[config.mk]
export PLATFORM = sky130hd
export DESIGN_NAME = motor_speed_pid_drive
export DESIGN_NICKNAME = d
export VERILOG_FILES = /design/src/rtl/core/mspd_pkg.sv /design/src/rtl/core/motor_speed_pid_drive.sv
export SDC_FILE = /design/constraint.sdc
export NUM_CORES = 2
export LEC_CHECK = 0
export BUFFER_PORTS_ARGS = -buffer_cell sky130_fd_sc_hd__buf_2
export CAP_MARGIN = 20
export CORE_AREA = 5 5 321 323
export DETAILED_ROUTE_END_ITERATION = 7
export DIE_AREA = 0 0 326 328
export GPL_TIMING_DRIVEN = 0
export PLACE_DENSITY = 0.85
export SLEW_MARGIN = 20
export SYNTH_ARGS = -nofsm -noshare
export SYNTH_HDL_FRONTEND = slang
export SYNTH_SLANG_ARGS = --single-unit
[constraint.sdc]
create_clock -name clk -period 25.1 [get_ports clk]
set_input_delay 3.765 -clock clk [delete_from_list [all_inputs] [get_ports clk]]
set_output_delay 3.765 -clock clk [all_outputs]
set_load 0.005 [all_outputs]
[src/rtl/core/mspd_pkg.sv]
`timescale 1ns / 1ps
// ----------------------------------------------------------------------------
// Motor speed PID drive package
// Widths, fixed constants and the sequencer state type of the speed-loop PID.
// ----------------------------------------------------------------------------
package mspd_pkg;

  // Field widths.
  localparam int POS_W    = 32;
  localparam int DT_W     = 16;
  localparam int SPEED_W  = 24;
  localparam int CTRL_W   = 25;
  localparam int PWM_W    = 8;
  localparam int GAIN_W   = 32;
  localparam int CFG_IDX_W = 2;

  // Internal arithmetic widths.
  localparam int ERR_W    = 25;             // target minus speed
  localparam int SUM_W    = ERR_W + 1;      // integral plus error before clamping
  localparam int DERIV_W  = ERR_W + 1;      // error minus previous error
  localparam int MUL_B_W  = DERIV_W;        // second operand of the shared multiplier
  localparam int PROD_W   = GAIN_W + MUL_B_W;
  localparam int ACC_W    = PROD_W + 2;     // sum of three products
  localparam int NUM_W    = POS_W + 10;     // count difference times 1000
  localparam int MAG_W    = NUM_W - 1;
  localparam int DIV_STEPS = SPEED_W - 1;   // quotient bits below saturation
  localparam int CNT_W    = $clog2(DIV_STEPS);
  localparam int HI_W     = MAG_W - DIV_STEPS;

  localparam int FRAC_BITS    = 16;
  localparam int OUTPUT_LIMIT = 255;
  localparam int DUTY_MAX     = 255;
  localparam int MS_PER_S     = 1000;
  localparam longint ONE_Q16  = 64'sd65536;
  localparam longint OUT_LIM_Q16 = longint'(OUTPUT_LIMIT) * ONE_Q16;
  localparam int CLAMP_W  = $clog2(OUT_LIM_Q16 + 1) + 1;
  localparam int DUTY_W   = CLAMP_W - 1 - FRAC_BITS;

  localparam logic signed [SPEED_W-1:0] SPEED_MAX = SPEED_W'(8388607);

  // Configuration register indices.
  localparam logic [CFG_IDX_W-1:0] REG_GAIN_PROP  = 2'd0;
  localparam logic [CFG_IDX_W-1:0] REG_GAIN_INTEG = 2'd1;
  localparam logic [CFG_IDX_W-1:0] REG_GAIN_DERIV = 2'd2;

  typedef enum logic [3:0] {
    ST_IDLE,
    ST_SCALE,
    ST_PREP,
    ST_DIV,
    ST_ERR,
    ST_MUL_P,
    ST_MUL_I,
    ST_MUL_D,
    ST_ACC,
    ST_CLAMP,
    ST_DONE
  } state_t;

endpackage

[src/rtl/core/motor_speed_pid_drive.sv]
`timescale 1ns / 1ps
// ----------------------------------------------------------------------------
// Motor speed PID drive
// Encoder speed measurement, PID with clamped integral and H-bridge mapping.
// ----------------------------------------------------------------------------
// Each input request carries an encoder count, the milliseconds since the
// previous sample and a target speed, and yields exactly one result request
// holding the measured speed, the clamped signed Q9.16 controller output and the
// forward and reverse PWM duties (both zero means brake). The block works on
// one sample at a time under a small sequencer and is not ready while a
// sample is in progress. From acceptance to a loaded result a sample goes
// through these steps in order: accept it, scale the count difference by
// 1000 in the shared 32 x 26 multiplier, set up the divider, the 23 steps
// of the one-bit-per-cycle restoring divider, the error and integral
// update, three passes of the shared multiplier for the P, I and D terms,
// finish the sum, clamp, and load the output register. When the elapsed
// time is zero or the speed is going to saturate, the divider is skipped.
// The output register decouples the two sides: a new sample is accepted
// while the previous result still waits to be taken, and the result is only
// held back if the one before it has still not been taken by then. The gain
// registers are written through the configuration channel, which is always
// ready; writes are expected only while no sample is in progress.
// ----------------------------------------------------------------------------
module motor_speed_pid_drive
  import mspd_pkg::*;
#(
  parameter int INTEGRAL_LIMIT = 2000
) (
  input  logic                 clk,
  input  logic                 rst,
  // Sample input. s_tdata, from bit 0 up: encoder_position[31:0],
  // elapsed_ms[47:32], target_speed[71:48].
  input  logic                 s_tvalid,
  output logic                 s_tready,
  input  logic [71:0]          s_tdata,
  // Result output. m_tdata, from bit 0 up: measured_speed[23:0],
  // control_value[48:24], forward_pwm[56:49], reverse_pwm[64:57], zero pad.
  output logic                 m_tvalid,
  input  logic                 m_tready,
  output logic [71:0]          m_tdata,
  // Gain register writes.
  input  logic                 cfg_valid,
  output logic                 cfg_ready,
  input  logic [CFG_IDX_W-1:0] cfg_index,
  input  logic [GAIN_W-1:0]    cfg_data
);

  // The integral register is only as wide as its clamp requires.
  localparam int ESUM_W = $clog2(INTEGRAL_LIMIT + 1) + 1;
  localparam logic signed [SUM_W-1:0] ISUM_MAX = SUM_W'(INTEGRAL_LIMIT);
  localparam logic signed [SUM_W-1:0] ISUM_MIN = -ISUM_MAX;
  localparam logic signed [ACC_W-1:0] ACC_LIM_POS = ACC_W'(OUT_LIM_Q16);
  localparam logic signed [ACC_W-1:0] ACC_LIM_NEG = -ACC_LIM_POS;
  localparam logic signed [CLAMP_W-1:0] ONE_POS = CLAMP_W'(ONE_Q16);
  localparam logic signed [CLAMP_W-1:0] ONE_NEG = -ONE_POS;

  state_t state, state_next;

  // Configuration and loop state.
  logic signed [GAIN_W-1:0]  gain_prop, gain_integ, gain_deriv;
  logic [POS_W-1:0]          last_position;
  logic signed [ERR_W-1:0]   last_error;
  logic signed [ESUM_W-1:0]  error_sum;

  // Per-sample working registers.
  logic signed [POS_W-1:0]   delta;
  logic [DT_W-1:0]           dt;
  logic signed [SPEED_W-1:0] target;
  logic                      neg, spd_zero, spd_sat;
  logic [DT_W:0]             rem;
  logic [DIV_STEPS-1:0]      dq;
  logic [CNT_W-1:0]          cnt;
  logic signed [SPEED_W-1:0] speed;
  logic signed [DERIV_W-1:0] deriv;
  logic signed [PROD_W-1:0]  prod;
  logic signed [ACC_W-1:0]   acc;

  // Output register.
  logic                      out_valid;
  logic signed [SPEED_W-1:0] out_speed;
  logic signed [CTRL_W-1:0]  out_ctrl;
  logic [PWM_W-1:0]          out_fwd, out_rev;

  logic s_fire, out_free;

  assign s_tready  = (state == ST_IDLE);
  assign s_fire    = s_tvalid && s_tready;
  assign cfg_ready = 1'b1;
  assign out_free  = !out_valid || m_tready;

  assign m_tvalid = out_valid;
  assign m_tdata  = {7'd0, out_rev, out_fwd, out_ctrl, out_speed};

  // --------------------------------------------------------------------------
  // Shared multiplier: count scaling, then the P, I and D products in turn.
  // --------------------------------------------------------------------------
  logic signed [GAIN_W-1:0]  mul_a;
  logic signed [MUL_B_W-1:0] mul_b;

  always_comb begin
    unique case (state)
      ST_SCALE: begin
        mul_a = delta;
        mul_b = MUL_B_W'(MS_PER_S);
      end
      ST_MUL_P: begin
        mul_a = gain_prop;
        mul_b = MUL_B_W'(last_error);
      end
      ST_MUL_I: begin
        mul_a = gain_integ;
        mul_b = MUL_B_W'(error_sum);
      end
      default: begin
        mul_a = gain_deriv;
        mul_b = deriv;
      end
    endcase
  end

  always_ff @(posedge clk) begin
    prod <= mul_a * mul_b;
  end

  // --------------------------------------------------------------------------
  // Divider set-up: magnitude of the scaled count and the saturation test.
  // The quotient exceeds the speed range exactly when the top bits of the
  // magnitude are not below the divisor.
  // --------------------------------------------------------------------------
  logic signed [NUM_W-1:0] num;
  logic [NUM_W-1:0]        num_abs;
  logic [MAG_W-1:0]        mag;
  logic [HI_W-1:0]         mag_hi;

  assign num     = prod[NUM_W-1:0];
  assign num_abs = num[NUM_W-1] ? (~num + NUM_W'(1)) : num;
  assign mag     = num_abs[MAG_W-1:0];
  assign mag_hi  = mag[MAG_W-1:DIV_STEPS];

  // Restoring division step.
  logic [DT_W:0] trial;
  logic          trial_ge;

  assign trial    = {rem[DT_W-1:0], dq[DIV_STEPS-1]};
  assign trial_ge = (trial >= {1'b0, dt});

  // --------------------------------------------------------------------------
  // Speed, error, integral and derivative.
  // --------------------------------------------------------------------------
  logic signed [SPEED_W-1:0] q_speed, speed_c;
  logic signed [ERR_W-1:0]   err_c;
  logic signed [SUM_W-1:0]   sum_raw, sum_clamped;
  logic signed [DERIV_W-1:0] deriv_c;

  always_comb begin
    q_speed = $signed({1'b0, dq});
    if (spd_zero) begin
      speed_c = '0;
    end else if (spd_sat) begin
      speed_c = neg ? -SPEED_MAX : SPEED_MAX;
    end else begin
      speed_c = neg ? -q_speed : q_speed;
    end

    // A zero target clears both the error and the integral.
    if (target == '0) begin
      err_c   = '0;
      sum_raw = '0;
    end else begin
      err_c   = ERR_W'(target) - ERR_W'(speed_c);
      sum_raw = SUM_W'(error_sum) + SUM_W'(err_c);
    end

    if (sum_raw > ISUM_MAX) begin
      sum_clamped = ISUM_MAX;
    end else if (sum_raw < ISUM_MIN) begin
      sum_clamped = ISUM_MIN;
    end else begin
      sum_clamped = sum_raw;
    end

    deriv_c = DERIV_W'(err_c) - DERIV_W'(last_error);
  end

  // --------------------------------------------------------------------------
  // Output clamp and the dead-zone mapping to the bridge duties.
  // --------------------------------------------------------------------------
  logic signed [ACC_W-1:0]   acc_sum, acc_clamped;
  logic signed [CLAMP_W-1:0] ctl;
  logic [CLAMP_W-1:0]        ctl_abs;
  logic [DUTY_W-1:0]         duty_raw;
  logic [PWM_W-1:0]          duty, fwd_c, rev_c;

  always_comb begin
    acc_sum = acc + ACC_W'(prod);

    if (acc > ACC_LIM_POS) begin
      acc_clamped = ACC_LIM_POS;
    end else if (acc < ACC_LIM_NEG) begin
      acc_clamped = ACC_LIM_NEG;
    end else begin
      acc_clamped = acc;
    end

    ctl      = acc[CLAMP_W-1:0];
    ctl_abs  = ctl[CLAMP_W-1] ? (~ctl + CLAMP_W'(1)) : ctl;
    duty_raw = ctl_abs[CLAMP_W-2:FRAC_BITS];
    duty     = (duty_raw > DUTY_W'(DUTY_MAX)) ? PWM_W'(DUTY_MAX) : PWM_W'(duty_raw);
    fwd_c    = (ctl > ONE_POS) ? duty : '0;
    rev_c    = (ctl < ONE_NEG) ? duty : '0;
  end

  // --------------------------------------------------------------------------
  // Sequencer.
  // --------------------------------------------------------------------------
  always_ff @(posedge clk) begin
    if (rst) begin
      state <= ST_IDLE;
    end else begin
      state <= state_next;
    end
  end

  always_comb begin
    state_next = state;
    unique case (state)
      ST_IDLE:  if (s_fire) state_next = ST_SCALE;
      ST_SCALE: state_next = ST_PREP;
      ST_PREP: begin
        if ((dt == '0) || (mag_hi >= HI_W'(dt))) begin
          state_next = ST_ERR;
        end else begin
          state_next = ST_DIV;
        end
      end
      ST_DIV:   if (cnt == CNT_W'(DIV_STEPS - 1)) state_next = ST_ERR;
      ST_ERR:   state_next = ST_MUL_P;
      ST_MUL_P: state_next = ST_MUL_I;
      ST_MUL_I: state_next = ST_MUL_D;
      ST_MUL_D: state_next = ST_ACC;
      ST_ACC:   state_next = ST_CLAMP;
      ST_CLAMP: state_next = ST_DONE;
      ST_DONE:  if (out_free) state_next = ST_IDLE;
      default:  state_next = ST_IDLE;
    endcase
  end

  // Loop state and gains.
  always_ff @(posedge clk) begin
    if (rst) begin
      gain_prop     <= '0;
      gain_integ    <= '0;
      gain_deriv    <= '0;
      last_position <= '0;
      last_error    <= '0;
      error_sum     <= '0;
    end else begin
      if (cfg_valid && cfg_ready) begin
        unique case (cfg_index)
          REG_GAIN_PROP:  gain_prop  <= cfg_data;
          REG_GAIN_INTEG: gain_integ <= cfg_data;
          REG_GAIN_DERIV: gain_deriv <= cfg_data;
          default: ;
        endcase
      end
      if (s_fire) begin
        last_position <= s_tdata[POS_W-1:0];
      end
      if (state == ST_ERR) begin
        last_error <= err_c;
        error_sum  <= ESUM_W'(sum_clamped);
      end
    end
  end

  // Working registers of the sample in progress.
  always_ff @(posedge clk) begin
    if (s_fire) begin
      delta  <= s_tdata[POS_W-1:0] - last_position;
      dt     <= s_tdata[POS_W+DT_W-1:POS_W];
      target <= s_tdata[POS_W+DT_W+SPEED_W-1:POS_W+DT_W];
    end
    unique case (state)
      ST_PREP: begin
        neg      <= num[NUM_W-1];
        spd_zero <= (dt == '0);
        spd_sat  <= (mag_hi >= HI_W'(dt));
        rem      <= (DT_W + 1)'(mag_hi);
        dq       <= mag[DIV_STEPS-1:0];
        cnt      <= '0;
      end
      ST_DIV: begin
        rem <= trial_ge ? (trial - {1'b0, dt}) : trial;
        dq  <= {dq[DIV_STEPS-2:0], trial_ge};
        cnt <= cnt + CNT_W'(1);
      end
      ST_ERR: begin
        speed <= speed_c;
        deriv <= deriv_c;
      end
      ST_MUL_I: acc <= ACC_W'(prod);
      ST_MUL_D: acc <= acc_sum;
      ST_ACC:   acc <= acc_sum;
      ST_CLAMP: acc <= acc_clamped;
      default: ;
    endcase
  end

  // Output register.
  always_ff @(posedge clk) begin
    if (rst) begin
      out_valid <= 1'b0;
    end else if ((state == ST_DONE) && out_free) begin
      out_valid <= 1'b1;
    end else if (m_tready) begin
      out_valid <= 1'b0;
    end
  end

  always_ff @(posedge clk) begin
    if ((state == ST_DONE) && out_free) begin
      out_speed <= speed;
      out_ctrl  <= acc[CTRL_W-1:0];
      out_fwd   <= fwd_c;
      out_rev   <= rev_c;
    end
  end

  // --------------------------------------------------------------------------
  // Assertions.
  // --------------------------------------------------------------------------
  a_busy_not_ready: assert property (@(posedge clk) disable iff (rst)
    (state != ST_IDLE) |-> !s_tready)
    else $error("input ready while a sample is in progress");

  a_integral_bounded: assert property (@(posedge clk) disable iff (rst)
    (SUM_W'(error_sum) <= ISUM_MAX) && (SUM_W'(error_sum) >= ISUM_MIN))
    else $error("integral outside its clamp");

  a_div_count: assert property (@(posedge clk) disable iff (rst)
    (state == ST_DIV) |-> (cnt < CNT_W'(DIV_STEPS)))
    else $error("divider step count overran");

  a_one_direction: assert property (@(posedge clk) disable iff (rst)
    out_valid |-> ((out_fwd == '0) || (out_rev == '0)))
    else $error("forward and reverse duty both nonzero");

  a_result_loaded: assert property (@(posedge clk) disable iff (rst)
    ((state == ST_DONE) && out_free) |=> (out_valid && (state == ST_IDLE)))
    else $error("finished sample not loaded into the output register");

endmodule

-- Yosys cells after proc, flatten, opt, wreduce, memory -nomap -nowiden
Cells that the tools add are included.
- add/subtract/negate cells: 10
- $mul: 1
- magnitude comparators: 9
- eq/ne operators: 17
- mux-type cells: 27
- bitwise logic cells: 2
- reductions and logical operators: 18
- operators with widths (operator ; number):
    $pmux 60 s3 ; 1
    $mux 24 ; 5
    $mux 60 ; 2
    $pmux 32 s3 ; 1
    $pmux 26 s3 ; 1
    $add 60x58->60 ; 1
    $gt 60x25->1 const B ; 1
    $lt 60x25->1 const B ; 1
    $mul 32x26->58 ; 1
    $pmux 23 s2 ; 1
    $pmux 4 s11 ; 1
    $add 41x2->41 const B ; 1
    $mux 41 ; 1
    $not 41->41 ; 1
    $pmux 16 s2 ; 1
    $sub 32x32->32 ; 1
    $add 12x25->26 ; 1
    $gt 26x12->1 const B ; 1
    $lt 26x12->1 const B ; 1
    $mux 26 ; 1
    $sub 25x25->26 ; 1
    $gt 25x18->1 const B ; 1
    $lt 25x17->1 const B ; 1
    $mux 25 ; 1
    38 further kinds ; 55
- register bits: 522
- bits of input ports: 111
- output and inout bits: 75

-- Logic depth before layout (Yosys ltp)
- word-level depth: 10
- depth in mapped cells: 38
- depth with buffers taken out: 33

-- Worst setup path after synthesis
OpenSTA, ideal clock, no wires.
- path type: register to register
- start point: register state[3]
- end point: register prod[57]
- arrival: 8.703 ns
- data required time: 24.978 ns
- path slack: 16.276 ns
- cell stages (with the launch flop): 37
- path buffers: 6
- clock period less this slack: 8.824 ns
- cell sequence: dfxtp_1 clkbuf_1 nand2b_1 clkbuf_1 nor2_1 nor2_1 clkbuf_1 buf_1 nand2_1 nand2_1 clkbuf_1 clkbuf_1 nand2_1 fa_1 inv_1 fa_1 inv_1 fa_1 fa_1 inv_1 fa_1 fa_1 inv_1 fa_1 inv_1 ha_1 a21o_1 a21oi_1 o21ai_0 a21o_1 a21oi_1 o211ai_1 a221oi_2 o41ai_2 a211oi_2 nor2_1 o311a_1
- word-level cells in the longest chain between the ends: 3
- elaborated cells between the ends (all ways): 6
- RTL lines (item ; line ; text):
    start, declared ; motor_speed_pid_drive.sv:57 ; state_t state, state_next;
    start signal, assigned ; motor_speed_pid_drive.sv:220 ; state <= state_next;
    $eq 4x3->1 or $eq 4x1->1 (tied branches) ; motor_speed_pid_drive.sv:101 ; unique case (state)
    $pmux 32 s3 or $pmux 26 s3 (tied branches) ; motor_speed_pid_drive.sv:101 ;
    $mul 32x26->58 * ; motor_speed_pid_drive.sv:122 ; prod <= mul_a * mul_b;
    end signal, assigned ; motor_speed_pid_drive.sv:122 ;
    end, declared ; motor_speed_pid_drive.sv:75 ; logic signed [PROD_W-1:0] prod;
Every way passes the cells marked *; elsewhere a longest branch is shown, timed or not.
A chain may end at the register's enable or synchronous reset.

-- Final worst setup path
Ends and elaborated chain as after synthesis.

==> results.cfg <==
[synth]
ys_seq_area_share_pct = 22.5
synthCells = 6709
async_flop_share_pct = 0
ys_types = 102
synth_ff_type = edfxtp_1
synth_edf_count = 294
synth.top_cell.area_share_pct = 29.0
synth_area_um2 = 59400
synth_fa_ha_area_share_pct = 36.5
synth-compound-area-share_pct = 11.6
ys_seq_elements = 522
yosys.area_share.simple_pct = 16.9
yosysTopAreaCell = fa_1
synth-xor-area-share_pct = 3.51
synthMuxAreaShare_pct = 0.257
synth_top_family_by_area = adder cells
syn_avg_cell_area_um2 = 8.86
ys_warn_count = 0
synth.area.top_cells = fa_1, edfxtp_1, dfxtp_1

[final_layout]
fin_nets = 8296
layout_commonest_cell = nand2_1
final_cell_mix = nand2_1, inv_1, fa_1
drive_above_1_share_pct = 5.18
stdcell_area_um2 = 64300
final_util_pct = 64.6
area_growth_pct = 8.17
fillers = 8184

[sta]
skew_ps = 46.5
hold_viol_final = 0
drv_slew = 0
rsz0062_at_grt = no
max_freq_mhz = 78.8
min_period_ps = 12690
hold_ws_ps = 418
period_share_pct = 50.5
maxSlewHeadroom_pct = 18.3
setup_viol = 0
setup_tns_ps = 0
worst_slew_pin_slew_ps = 1220

[floorplan]
ioPinCount = 186
start_util_pct = 59.7
core_um2 = 99600
fp.dieArea_um2 = 107000
fp.dieW_um = 326
die_h_um = 328
rows = 116

[drt]
top_layer = met5
routedWlPerCell_um = 24.1
dr_wl_met3_um = 23400
drc = 0
dr.first_iter.drc_count = 5438
drtAntennaViolNets = 0
vias_per_cell = 6.09
met2WireLength_um = 87800
routed_wirelength_um = 200000
vias = 50700
first_pass_iters = 7
drt-met1-wl_um = 74700

[cts]
clockRootBuffer = clkbuf_16
htree_levels = 2
cts_buffers = 56
tritoncts = done
cts_hold_buf = 0
cts_sinks = 522
postCtsResizedCells = 0
postCtsSetupRepairBufs = 0
clk_pin_slew_ps = 60
clk_latency_ps = 680
clockBufferDepth = 3

[worst_setup_path]
cp-start-kind = flop
critPathMaxStageDelay_ps = 820
crit_type = flop to flop
path_buf_inv = 10
cp_max_fo = 10
critPathRequiredTime_ps = 25640
slowest_stage = clkbuf_1
critPathTopFamily = adder cells
cp_data_arrival_time_ps = 13230
crit_top_cell = fa_1
endpoint_kind = flop

[grt]
grt_pass1_wl_um = 303000
grt_pass1_vias = 51200
grt_overflow_total = 0
antenna_found_initial = 7
grt_max_degree = 48
grt_use_total_pct = 37.2

[place]
place.gp.congestion = 1.05
place_hpwl_um = 162000
io_buffer_count = 176
place_area_um2 = 62300

[flow_run]
maxCapViolCount = 0

[status]
status = finished clean

[min_path]
hold_path_class = flop to flop
## cell families (layout without fill, tap and decap cells)
group / Yosys count / count (layout)
other: 2 / 12
AND/OR/NAND/NOR: 2267 / 2267
buffers and inverters: 1353 / 1651
flip-flops: 522 / 522
AO/OA/AOI/OAI: 1094 / 1094
XOR/XNOR: 238 / 238
adder cells (fa/ha/maj): 1218 / 1218
multiplexers: 15 / 15
## worst paths after layout
path	slack, ps	end	startpoint	cells after the start
max	12410	prod[57]	state[3]	32
min	420	out_speed[14]	speed[14]	0
max reg2reg	12410	prod[57]	state[3]	32
min reg2reg	420	out_speed[14]	speed[14]	0
## flip-flops by register name, indices dropped and copies added (netlist names), 8 cells and up
name           count
gain_deriv        32
target            24
dq                23
rem               16
out_fwd            8
speed             24
gain_prop         32
error_sum         12
dt                16
last_error        25
delta             32
prod              58
acc               60
last_position     32
out_rev            8
gain_integ        32
out_speed         24
out_ctrl          25
deriv             26
## cell type report
class	instances	area (um2)	area share [%]
Tap cell	1298	1620	2.53
Clock buffer	82	1720	2.67
Sequential cell	522	13400	20.8
Multi-Input combinational cell	4840	41000	63.8
Antenna cell	4	10.0	0.0156
Clock inverter	22	248	0.385
Inverter	1058	3970	6.18
Timing Repair Buffer	194	1170	1.81
Buffer	295	1150	1.79
## cells in the mapped netlist, drive strengths merged, types with 13 or more instances
master	instances
or2	21
clkbuf	261
nand4	72
nand2b	72
o22ai	25
or3	35
mux2i	13
nor3	65
nor4	33
xor2	83
nand3b	13
nand3	88
o211ai	19
fa	860
o41ai	13
and3	31
o31ai	34
a21o	96
nor2b	48
nor3b	17
nor2	581
dfxtp	228
inv	1057
ha	358
and4	38
o21ai	237
a21oi	381
and2	56
buf	34
a211oi	27
nand2	1074
edfxtp	294
xnor2	155
o21a	48
a31oi	47
a2111oi	15
o21bai	34
## through the flow
stage	worst slack, ps	cells
3_3_place_gp	13030	8189
6_report	12410	8315
3_5_place_dp	12900	8205
4_1_cts	12850	8309
5_1_grt	12200	8314
2_1_floorplan	16280	6715
## routing by layer
metal | GRT usage [%] | up-vias
met5 | 0 | -
met4 | 20.4 | 6
met3 | 10.6 | 690
met2 | 58.2 | 3063
met1 | 47.0 | 24700
li1 | - | 22200
Power is left out: the tool's default activity adds up to more than one toggle a clock period on the data nets, which glitch-free logic cannot reach.
